<file path="src/ts_pcr_chunker_unit_defines.svh">
// Assertion macros shared by the transport stream chunker modules.
`ifndef TS_PCR_CHUNKER_UNIT_DEFINES_SVH
`define TS_PCR_CHUNKER_UNIT_DEFINES_SVH

// Same-cycle implication, checked on every rising edge outside reset.
`define TPC_ASSERT_NOW(label, ante, cons, msg) \
    label: assert property (@(posedge clk) disable iff (!rst_n) (ante) |-> (cons)) \
        else $error(msg);

// Next-cycle implication, checked on every rising edge outside reset.
`define TPC_ASSERT_NEXT(label, ante, cons, msg) \
    label: assert property (@(posedge clk) disable iff (!rst_n) (ante) |=> (cons)) \
        else $error(msg);

`endif

</file>
<file path="src/tpc_pkg.sv">
// Shared types and constants of the transport stream chunker.
`timescale 1ns / 1ps

package tpc_pkg;

    localparam int PCR_BITS    = 33;
    localparam int STAMP_BITS  = 37;
    localparam int GATHER_BITS = 32;
    localparam int PPC_BITS    = 16;
    localparam int NPK_BITS    = 16;
    localparam int CFG_IDX_BITS = 2;
    localparam int CFG_DATA_BITS = 33;

    localparam logic [7:0] SYNC_BYTE     = 8'h47;
    localparam logic [7:0] ADAPT_BIT     = 8'h20;
    localparam logic [7:0] PCR_BIT       = 8'h10;
    localparam logic [7:0] POS_ADAPT     = 8'd3;
    localparam logic [7:0] POS_FLAGS     = 8'd5;
    localparam logic [7:0] POS_PCR_FIRST = 8'd6;
    localparam logic [7:0] POS_PCR_LAST  = 8'd9;
    localparam logic [7:0] POS_PCR_END   = 8'd10;
    localparam logic [7:0] LAST_POS      = 8'd187;

    localparam logic [4:0] PCR_DIVISOR = 5'd9;
    localparam logic [6:0] STAMP_SCALE = 7'd100;

    // The quotient by nine is the top bits of the product with this rounded-up reciprocal.
    localparam logic [PCR_BITS-1:0] DIV9_MUL   = 33'd7635497416;
    localparam int                  DIV9_SHIFT = 36;

    localparam logic [NPK_BITS-1:0] NPK_MAX = 16'hFFFF;

    localparam logic [CFG_IDX_BITS-1:0] REG_PCR_GAP  = 2'd0;
    localparam logic [CFG_IDX_BITS-1:0] REG_PKTS_PER_CHUNK = 2'd1;

    localparam logic [PCR_BITS-1:0] PCR_GAP_RESET = 33'd9000;
    localparam logic [PPC_BITS-1:0] PPC_RESET     = 16'd512;

    typedef struct packed {
        logic                start;
        logic [PCR_BITS-1:0] pcr;
    } pcr_req_t;

    typedef struct packed {
        logic                  keep;
        logic                  chunk_last;
        logic [STAMP_BITS-1:0] timestamp;
        logic [NPK_BITS-1:0]   chunk_packets;
    } res_t;

endpackage

</file>
<file path="src/tpc_stamp_div.sv">
// Pipelined PCR to microsecond converter: divides by nine with a reciprocal multiply, then scales.
`timescale 1ns / 1ps
`include "ts_pcr_chunker_unit_defines.svh"

module tpc_stamp_div (
    input  logic                           clk,
    input  logic                           rst_n,
    input  tpc_pkg::pcr_req_t              req,
    output logic [tpc_pkg::STAMP_BITS-1:0] stamp
);
    import tpc_pkg::*;

    localparam int LO_BITS   = 16;
    localparam int HI_BITS   = PCR_BITS - LO_BITS;
    localparam int PLO_BITS  = LO_BITS + PCR_BITS;
    localparam int PHI_BITS  = HI_BITS + PCR_BITS;
    localparam int PROD_BITS = 2 * PCR_BITS;
    localparam int QUOT_BITS = PROD_BITS - DIV9_SHIFT;

    logic                  s1_reg;
    logic                  s2_reg;
    logic                  s3_reg;
    logic [PCR_BITS-1:0]   x_reg;
    logic [PLO_BITS-1:0]   plo_reg;
    logic [PHI_BITS-1:0]   phi_reg;
    logic [QUOT_BITS-1:0]  q_reg;
    logic [STAMP_BITS-1:0] stamp_reg;

    logic [PLO_BITS-1:0]   plo_next;
    logic [PHI_BITS-1:0]   phi_next;
    logic [PROD_BITS-1:0]  prod_sum;
    logic [QUOT_BITS-1:0]  q_next;
    logic [STAMP_BITS-1:0] stamp_next;

    // The product is split into two partial products so that no multiplier grows too wide.
    assign plo_next   = PLO_BITS'(x_reg[LO_BITS-1:0]) * PLO_BITS'(DIV9_MUL);
    assign phi_next   = PHI_BITS'(x_reg[PCR_BITS-1:LO_BITS]) * PHI_BITS'(DIV9_MUL);
    assign prod_sum   = {phi_reg, {LO_BITS{1'b0}}} + PROD_BITS'(plo_reg);
    assign q_next     = prod_sum[PROD_BITS-1:DIV9_SHIFT];
    assign stamp_next = STAMP_BITS'(q_reg) * STAMP_BITS'(STAMP_SCALE);

    always_ff @(posedge clk or negedge rst_n)
    begin
        if (!rst_n)
        begin
            s1_reg    <= 1'b0;
            s2_reg    <= 1'b0;
            s3_reg    <= 1'b0;
            x_reg     <= '0;
            plo_reg   <= '0;
            phi_reg   <= '0;
            q_reg     <= '0;
            stamp_reg <= '0;
        end
        else
        begin
            s1_reg <= req.start;
            s2_reg <= s1_reg;
            s3_reg <= s2_reg;
            if (req.start)
            begin
                x_reg <= req.pcr;
            end
            if (s1_reg)
            begin
                plo_reg <= plo_next;
                phi_reg <= phi_next;
            end
            if (s2_reg)
            begin
                q_reg <= q_next;
            end
            if (s3_reg)
            begin
                stamp_reg <= stamp_next;
            end
        end
    end

    assign stamp = stamp_reg;

    `TPC_ASSERT_NOW(a_start_idle, req.start, !(s1_reg || s2_reg || s3_reg), "PCR request while converter busy")
    `TPC_ASSERT_NEXT(a_start_runs, req.start, s1_reg, "Converter did not start")
    `TPC_ASSERT_NEXT(a_stage_flow, s1_reg, s2_reg && !s1_reg, "Converter stage skipped")

endmodule

</file>
<file path="src/tpc_parser.sv">
// Packet sync, PCR extraction and chunk decision for one byte per step.
`timescale 1ns / 1ps
`include "ts_pcr_chunker_unit_defines.svh"

module tpc_parser #(
    parameter int COUNT_BITS = 16
) (
    input  logic                           clk,
    input  logic                           rst_n,
    input  logic                           step,
    input  logic [7:0]                     data_byte,
    input  logic [tpc_pkg::PCR_BITS-1:0]   pcr_gap,
    input  logic [tpc_pkg::PPC_BITS-1:0]   packets_per_chunk,
    input  logic [tpc_pkg::STAMP_BITS-1:0] div_stamp,
    output tpc_pkg::pcr_req_t              req,
    output tpc_pkg::res_t                  res
);
    import tpc_pkg::*;

    localparam int CW = (COUNT_BITS > NPK_BITS) ? COUNT_BITS : NPK_BITS;
    localparam logic [COUNT_BITS-1:0] COUNT_MAX = {COUNT_BITS{1'b1}};

    logic [7:0]             pos_reg,    pos_next;
    logic                   adapt_reg,  adapt_next;
    logic                   pcrp_reg,   pcrp_next;
    logic [GATHER_BITS-1:0] gather_reg, gather_next;
    logic [PCR_BITS-1:0]    lastpcr_reg, lastpcr_next;
    logic [COUNT_BITS-1:0]  cnt_reg,    cnt_next;
    logic                   cut_reg,    cut_next;

    logic [PCR_BITS-1:0]   pcr;
    logic [PCR_BITS:0]     threshold;
    logic                  pcr_mode;
    logic [COUNT_BITS-1:0] cnt_inc;
    logic [CW-1:0]         cnt_ext;
    logic                  cut;
    logic                  pcr_start;

    assign pcr       = {gather_reg, data_byte[7]};
    assign threshold = {1'b0, lastpcr_reg} + {1'b0, pcr_gap};
    assign pcr_mode  = (pcr_gap != '0);
    assign cnt_inc   = (cnt_reg != COUNT_MAX) ? cnt_reg + 1'b1 : cnt_reg;
    assign cnt_ext   = CW'(cnt_inc);

    always_comb
    begin
        pos_next     = pos_reg;
        adapt_next   = adapt_reg;
        pcrp_next    = pcrp_reg;
        gather_next  = gather_reg;
        lastpcr_next = lastpcr_reg;
        cnt_next     = cnt_reg;
        cut_next     = cut_reg;
        pcr_start    = 1'b0;
        cut          = 1'b0;
        res          = '0;

        if (pos_reg == '0)
        begin
            if (data_byte == SYNC_BYTE)
            begin
                res.keep    = 1'b1;
                pos_next    = 8'd1;
                adapt_next  = 1'b0;
                pcrp_next   = 1'b0;
                gather_next = '0;
            end
        end
        else
        begin
            res.keep = 1'b1;
            if (pos_reg == POS_ADAPT)
            begin
                adapt_next = ((data_byte & ADAPT_BIT) != '0);
            end
            else if (pos_reg == POS_FLAGS)
            begin
                pcrp_next = adapt_reg && ((data_byte & PCR_BIT) != '0);
            end
            else if (pos_reg inside {[POS_PCR_FIRST:POS_PCR_LAST]})
            begin
                gather_next = {gather_reg[GATHER_BITS-9:0], data_byte};
            end
            else if (pos_reg == POS_PCR_END)
            begin
                if (pcrp_reg && pcr_mode && ({1'b0, pcr} > threshold))
                begin
                    cut_next     = 1'b1;
                    pcr_start    = 1'b1;
                    lastpcr_next = pcr;
                end
            end

            if (pos_reg == LAST_POS)
            begin
                if (pcr_mode)
                begin
                    cut = cut_reg;
                end
                else
                begin
                    cut = (cnt_ext >= CW'(packets_per_chunk));
                end
                if (cut)
                begin
                    res.chunk_last    = 1'b1;
                    res.timestamp     = pcr_mode ? div_stamp : '0;
                    res.chunk_packets = (cnt_ext > CW'(NPK_MAX)) ? NPK_MAX : cnt_ext[NPK_BITS-1:0];
                    cnt_next          = '0;
                end
                else
                begin
                    cnt_next = cnt_inc;
                end
                cut_next = 1'b0;
                pos_next = '0;
            end
            else
            begin
                pos_next = pos_reg + 1'b1;
            end
        end
    end

    assign req.start = step && pcr_start;
    assign req.pcr   = pcr;

    always_ff @(posedge clk or negedge rst_n)
    begin
        if (!rst_n)
        begin
            pos_reg     <= '0;
            adapt_reg   <= 1'b0;
            pcrp_reg    <= 1'b0;
            gather_reg  <= '0;
            lastpcr_reg <= '0;
            cnt_reg     <= '0;
            cut_reg     <= 1'b0;
        end
        else if (step)
        begin
            pos_reg     <= pos_next;
            adapt_reg   <= adapt_next;
            pcrp_reg    <= pcrp_next;
            gather_reg  <= gather_next;
            lastpcr_reg <= lastpcr_next;
            cnt_reg     <= cnt_next;
            cut_reg     <= cut_next;
        end
    end

    `TPC_ASSERT_NOW(a_pos_bound, 1'b1, pos_reg <= LAST_POS, "Packet position out of range")
    `TPC_ASSERT_NOW(a_last_kept, res.chunk_last, res.keep, "Chunk end on a dropped byte")
    `TPC_ASSERT_NEXT(a_cnt_clear, step && res.chunk_last, cnt_reg == '0, "Packet count not cleared")

endmodule

</file>
<file path="src/ts_pcr_chunker_unit.sv">
// Top level of the transport stream chunker: request registers, configuration and core.
//
// Usage: transport stream bytes enter on data_byte with data_valid/data_ready;
// one result per byte leaves on result_valid/result_ready, carrying the byte,
// keep (byte belongs to a synced 188-byte packet), chunk_last and, with
// chunk_last, the chunk timestamp in microseconds (zero when the PCR gap is zero)
// and the packet count. A request is captured in the input register and then in
// the result register, which drives result_valid. One request is taken every
// cycle while the receiver does not stall; the input register and the result
// register form a two-stage pipeline set by the per-byte parser step. PCR to
// microsecond conversion runs in the background in its own registers and is
// ready long before the packet's last byte. When the receiver stalls, the result
// register holds and the input register takes one more request before
// data_ready drops. Reset clears both stages, restores the PCR gap register to
// 9000 and packets_per_chunk to 512, and puts the parser in sync hunting. Configuration
// is written with cfg_we, cfg_index and cfg_data while no request is in flight.
`timescale 1ns / 1ps

module ts_pcr_chunker_unit #(
    parameter int COUNT_BITS = 16
) (
    input  logic                              clk,
    input  logic                              rst_n,
    input  logic                              data_valid,
    output logic                              data_ready,
    input  logic [7:0]                        data_byte,
    output logic                              result_valid,
    input  logic                              result_ready,
    output logic [7:0]                        out_byte,
    output logic                              keep,
    output logic                              chunk_last,
    output logic [tpc_pkg::STAMP_BITS-1:0]    timestamp,
    output logic [tpc_pkg::NPK_BITS-1:0]      chunk_packets,
    input  logic                              cfg_we,
    input  logic [tpc_pkg::CFG_IDX_BITS-1:0]  cfg_index,
    input  logic [tpc_pkg::CFG_DATA_BITS-1:0] cfg_data
);
    import tpc_pkg::*;

    logic                  in_full_reg;
    logic [7:0]            in_byte_reg;
    logic                  out_valid_reg;
    logic [7:0]            out_byte_reg;
    res_t                  out_res_reg;
    logic [PCR_BITS-1:0]   period_reg;
    logic [PPC_BITS-1:0]   ppc_reg;

    logic                  advance;
    pcr_req_t              req;
    res_t                  res;
    logic [STAMP_BITS-1:0] div_stamp;

    assign advance    = in_full_reg && (!out_valid_reg || result_ready);
    assign data_ready = !in_full_reg || advance;

    always_ff @(posedge clk or negedge rst_n)
    begin
        if (!rst_n)
        begin
            period_reg <= PCR_GAP_RESET;
            ppc_reg    <= PPC_RESET;
        end
        else if (cfg_we)
        begin
            case (cfg_index)
                REG_PCR_GAP:        period_reg <= cfg_data[PCR_BITS-1:0];
                REG_PKTS_PER_CHUNK: ppc_reg    <= cfg_data[PPC_BITS-1:0];
                default:
                begin
                end
            endcase
        end
    end

    always_ff @(posedge clk or negedge rst_n)
    begin
        if (!rst_n)
        begin
            in_full_reg <= 1'b0;
        end
        else if (data_valid && data_ready)
        begin
            in_full_reg <= 1'b1;
        end
        else if (advance)
        begin
            in_full_reg <= 1'b0;
        end
    end

    always_ff @(posedge clk)
    begin
        if (data_valid && data_ready)
        begin
            in_byte_reg <= data_byte;
        end
    end

    always_ff @(posedge clk or negedge rst_n)
    begin
        if (!rst_n)
        begin
            out_valid_reg <= 1'b0;
        end
        else if (advance)
        begin
            out_valid_reg <= 1'b1;
        end
        else if (result_ready)
        begin
            out_valid_reg <= 1'b0;
        end
    end

    always_ff @(posedge clk)
    begin
        if (advance)
        begin
            out_byte_reg <= in_byte_reg;
            out_res_reg  <= res;
        end
    end

    tpc_parser #(
        .COUNT_BITS (COUNT_BITS)
    ) u_parser (
        .clk               (clk),
        .rst_n             (rst_n),
        .step              (advance),
        .data_byte         (in_byte_reg),
        .pcr_gap           (period_reg),
        .packets_per_chunk (ppc_reg),
        .div_stamp         (div_stamp),
        .req               (req),
        .res               (res)
    );

    tpc_stamp_div u_stamp_div (
        .clk   (clk),
        .rst_n (rst_n),
        .req   (req),
        .stamp (div_stamp)
    );

    assign result_valid  = out_valid_reg;
    assign out_byte      = out_byte_reg;
    assign keep          = out_res_reg.keep;
    assign chunk_last    = out_res_reg.chunk_last;
    assign timestamp     = out_res_reg.timestamp;
    assign chunk_packets = out_res_reg.chunk_packets;

endmodule

</file>
<file path="config.mk">
export PLATFORM = sky130hd
export DESIGN_NAME = ts_pcr_chunker_unit
export DESIGN_NICKNAME = d
export VERILOG_FILES = /design/src/tpc_pkg.sv /design/src/tpc_stamp_div.sv /design/src/tpc_parser.sv /design/src/ts_pcr_chunker_unit.sv
export VERILOG_INCLUDE_DIRS = /design/src /design/src/src
export SDC_FILE = /design/constraint.sdc
export NUM_CORES = 1
export LEC_CHECK = 0
export ABC_AREA = 1
export BUFFER_PORTS_ARGS = -buffer_cell sky130_fd_sc_hd__buf_2
export CAP_MARGIN = 30
export CORE_MARGIN = 2
export CORE_UTILIZATION = 25
export CTS_CLUSTER_DIAMETER = 30
export DETAILED_ROUTE_END_ITERATION = 12
export GPL_TIMING_DRIVEN = 1
export HOLD_SLACK_MARGIN = 0.08
export PLACE_DENSITY = 0.49
export SLEW_MARGIN = 10
export SYNTH_ARGS = -nofsm -noshare
export SYNTH_HDL_FRONTEND = slang
export SYNTH_SLANG_ARGS = --single-unit
</file>
<file path="constraint.sdc">
create_clock -name clk -period 16 [get_ports clk]
set_input_delay 2.4 -clock clk [delete_from_list [all_inputs] [get_ports clk]]
set_output_delay 2.4 -clock clk [all_outputs]
set_load 0.01 [all_outputs]
</file>
==> impl_metrics.csv <==
group,metric,value,unit
outcome,status,"completed",
worst_setup_path,path_max_fanout,6,
clock_tree,clkLatencyLatePin,0.66,ns
worst_setup_path,crit_required,16.50,ns
worst_setup_path,crit_family,"adder cells",
pwr,power.leakage,0.0205,uW
place,gp_congestion,0.932,
timing,finalHoldViolCount,0,
synthesis,ys_types,64,
place,hpwl,86.9,mm
cells_and_area,largest_reg_flops,47,
timing,tns,0,ns
timing,finalSetupViolCount,0,
worst_setup_path,worstSetupPathType,"reg2reg",
place,portBuffers,110,
global_routing,antenna_found_initial,1,
cells_and_area,fin_nets,5194,
flow_run,drv_cap,0,
synthesis,synth-seq-cells,390,
cells_and_area,area_delta_synth_final,16.0,%
cells_and_area,final_cell_mix,"inv_1, nand2_1, ha_1",
worst_setup_path,arrival,6.85,ns
global_routing,track_usage,14.6,%
detailed_routing,drt_wl_total,105,mm
clock_tree,hold_buffers,0,
detailed_routing,drc,0,
cells_and_area,stdcell_count,6406,
detailed_routing,dr.pass1.iters,5,
worst_setup_path,cpPeakStageDelay,0.59,ns
timing,period_share,39.7,%
pwr,ir_drop,80.0,uV
detailed_routing,drtIter0Drc,1741,
timing,rsz0062_at_grt,"no",
pwr,pwr_density_cell,78.4,nW/um^2
detailed_routing,wl_per_cell,16.3,um
place,dpl.cell_count,6248,
floorplanning,die_area,144000,um^2
synthesis,yosysSeqAreaShare,28.7,%
floorplanning,die_h,379,um
synthesis,synth_top_flop_cell,"dfrtp_1",
floorplanning,die_w,379,um
timing,slew_headroom,38.3,%
global_routing,grt-ovfl-total,0,
worst_setup_path,critical-path-slowest-cell,"fa_1",
timing,skew,0.0294,ns
clock_tree,root_buffer,"clkbuf_16",
worst_setup_path,worstPathCellList,"inv_1 -> fa_1 -> inv_1 -> ha_1 -> inv_1 -> fa_1 -> fa_1 -> fa_1 -> fa_1 -> inv_1 -> ha_1 -> a21oi_1 -> o21ai_0 -> inv_1 -> o21ai_0 -> a221oi_1 -> nand3_1 -> or2_2 -> nand3_1 -> o21ai_1",
synthesis,syn_area,35200,um^2
clock_tree,cts_setup_buffers,0,
place,dpl_cell_area,37900,um^2
synthesis,synthArstFlopShare,82.3,%
worst_setup_path,cp_num_buf_inv,5,
floorplanning,core_area,140000,um^2
synthesis,syn-instance-count,4323,
clock_tree,cts_tree,"done",
cells_and_area,drive_gt1_share,7.70,%
detailed_routing,viasPerCell,4.44,
clock_tree,cts-resized-gates,0,
detailed_routing,vias,28500,
clock_tree,htree_levels,3,
cells_and_area,final_common_cell,"inv_1",
worst_setup_path,crit_path_end_kind,"flip-flop",
cells_and_area,stdcell_area,40800,um^2
clock_tree,cts_buffers,86,
worst_setup_path,start_kind,"flip-flop",
worst_hold_path,min_path_type,"reg2reg",
timing,worst_pin_slew,0.917,ns
synthesis,synth_edf_count,69,
clock_tree,clkTransAtPathRegs,0.05,ns
floorplanning,rows,137,
cells_and_area,n_antenna_cell,0,
timing,clock.fmax,157,MHz
synthesis,postSynthAreaPerCell,8.14,um^2
synthesis,yosys_warnings,0,
pwr,report.power.total,3200,uW
clock_tree,clockBufferDepth,3,
global_routing,grt_pass1_wl,164,mm
floorplanning,initial_utilization,25.2,%
timing,fin_crit,6.36,ns
detailed_routing,ant_nets,0,
global_routing,grt_pass1_vias,28800,
timing,slew_violations,0,
global_routing,grt_start_max_net_pins,130,
clock_tree,cts.sinks,390,
floorplanning,io_pins,113,
==> Yosys cell counts, drive strengths merged (18+ instances only) <==
cell type,count,area [um^2]
nand2,786,2970
nand4,38,238
a21o,18,135
ha,484,6060
a21oi,251,1260
dfrtp,315,7880
or2,29,181
edfxtp,69,2070
xor2,65,569
nand3,128,666
inv,827,3100
clkbuf,54,210
xnor2,55,482
nor3,35,185
fa,202,4040
nor4,21,146
nor2,338,1290
o21bai,25,188
a31oi,45,282
buf,23,145
o21ai,391,1960
==> report_power, final <==
| group | internal, uW | switching (uW) | leakage (uW) | total [uW] |
|---|---|---|---|---|
| Combinational | 97.5 | 181 | 0.0141 | 279 |
| Sequential | 1080 | 54.4 | 0.00494 | 1130 |
| Clock | 1190 | 595 | 0.00142 | 1790 |
| Total | 2370 | 831 | 0.0205 | 3200 |
==> final timing paths <==
check / slack [ns] / end / depth (start not counted) / from
hold reg to reg: 0.43 / out_byte[2]$_DFFE_PP_ / 0 / in_byte_reg[2]$_DFFE_PP_
setup / recovery: 9.64 / u_stamp_div.phi_reg[43]$_DFFE_PN0P_ / 20 / u_stamp_div.x_reg[24]$_DFFE_PN0P_
setup reg to reg: 9.64 / u_stamp_div.phi_reg[43]$_DFFE_PN0P_ / 20 / u_stamp_div.x_reg[24]$_DFFE_PN0P_
hold / removal: 0.43 / out_byte[2]$_DFFE_PP_ / 0 / in_byte_reg[2]$_DFFE_PP_
min in group asynchronous: 1.76 / u_stamp_div.x_reg[6]$_DFFE_PN0P_ / 1 / rst_n
max in group asynchronous: 11.63 / u_stamp_div.stamp[35]$_DFFE_PN0P_ / 4 / rst_n
==> cell type report <==
type / count / area [um^2]
fill: 15100 / 98700
multi-input combinational: 3029 / 21600
clock buffer: 107 / 2320
inverter: 828 / 3110
timing repair buffer: 125 / 706
clock inverter: 51 / 621
sequential: 390 / 10100
tap: 1876 / 2350
==> worst reg2reg max path: stages (launching register included) <==
cell      delay (ns)
dfrtp_1         0.45
inv_1           0.15
fa_1            0.56
inv_1           0.05
ha_1            0.32
inv_1           0.08
fa_1            0.57
fa_1            0.59
fa_1            0.53
fa_1            0.51
inv_1           0.04
ha_1            0.40
a21oi_1         0.41
o21ai_0         0.32
inv_1           0.15
o21ai_0         0.15
a221oi_1        0.29
nand3_1         0.18
or2_2           0.31
nand3_1         0.07
o21ai_1         0.07
==> metrics by stage <==
| step | util, % | hold WS [ns] | worst slack (ns) |
|---|---|---|---|
| CTS | 29.3 | 0.439 | 9.67 |
| detailed placement | 27.1 | 0.444 | 9.72 |
| global placement | 27.1 | 0.436 | 9.79 |
| finish | 29.3 | 0.432 | 9.64 |
| global route | 29.3 | 0.455 | 9.33 |
| floorplan | - | 0.391 | 10.69 |
==> layer usage <==
metal  up-vias  part of all wire [%]  wire [um]  GRT usage [%]
met1     13500                    48      50000           20.0
met5         -                 0.012         13              0
met2       467                    46      47800           23.7
met3       144                   3.4       3510           2.07
li1      14300                     -          -              -
met4         2                   3.0       3120           4.75
==> logic make-up (layout without fill, tap and decap cells) <==
| logic type | count (synthesis) | count (layout) | synth area share, % |
|---|---|---|---|
| adders and majority gates | 686 | 686 | 28.7 |
| DFF | 390 | 390 | 28.7 |
| xor gates and xnor gates | 120 | 120 | 2.99 |
| other | 1 | 2 | 0.0107 |
| buffers and inverters | 905 | 1111 | 9.85 |
| and+or+nand+nor | 1400 | 1400 | 16.6 |
| AOI/OAI and AO/OA | 804 | 804 | 12.5 |
| muxes | 17 | 17 | 0.544 |
Note: power is estimated with default switching activity, not from simulation.
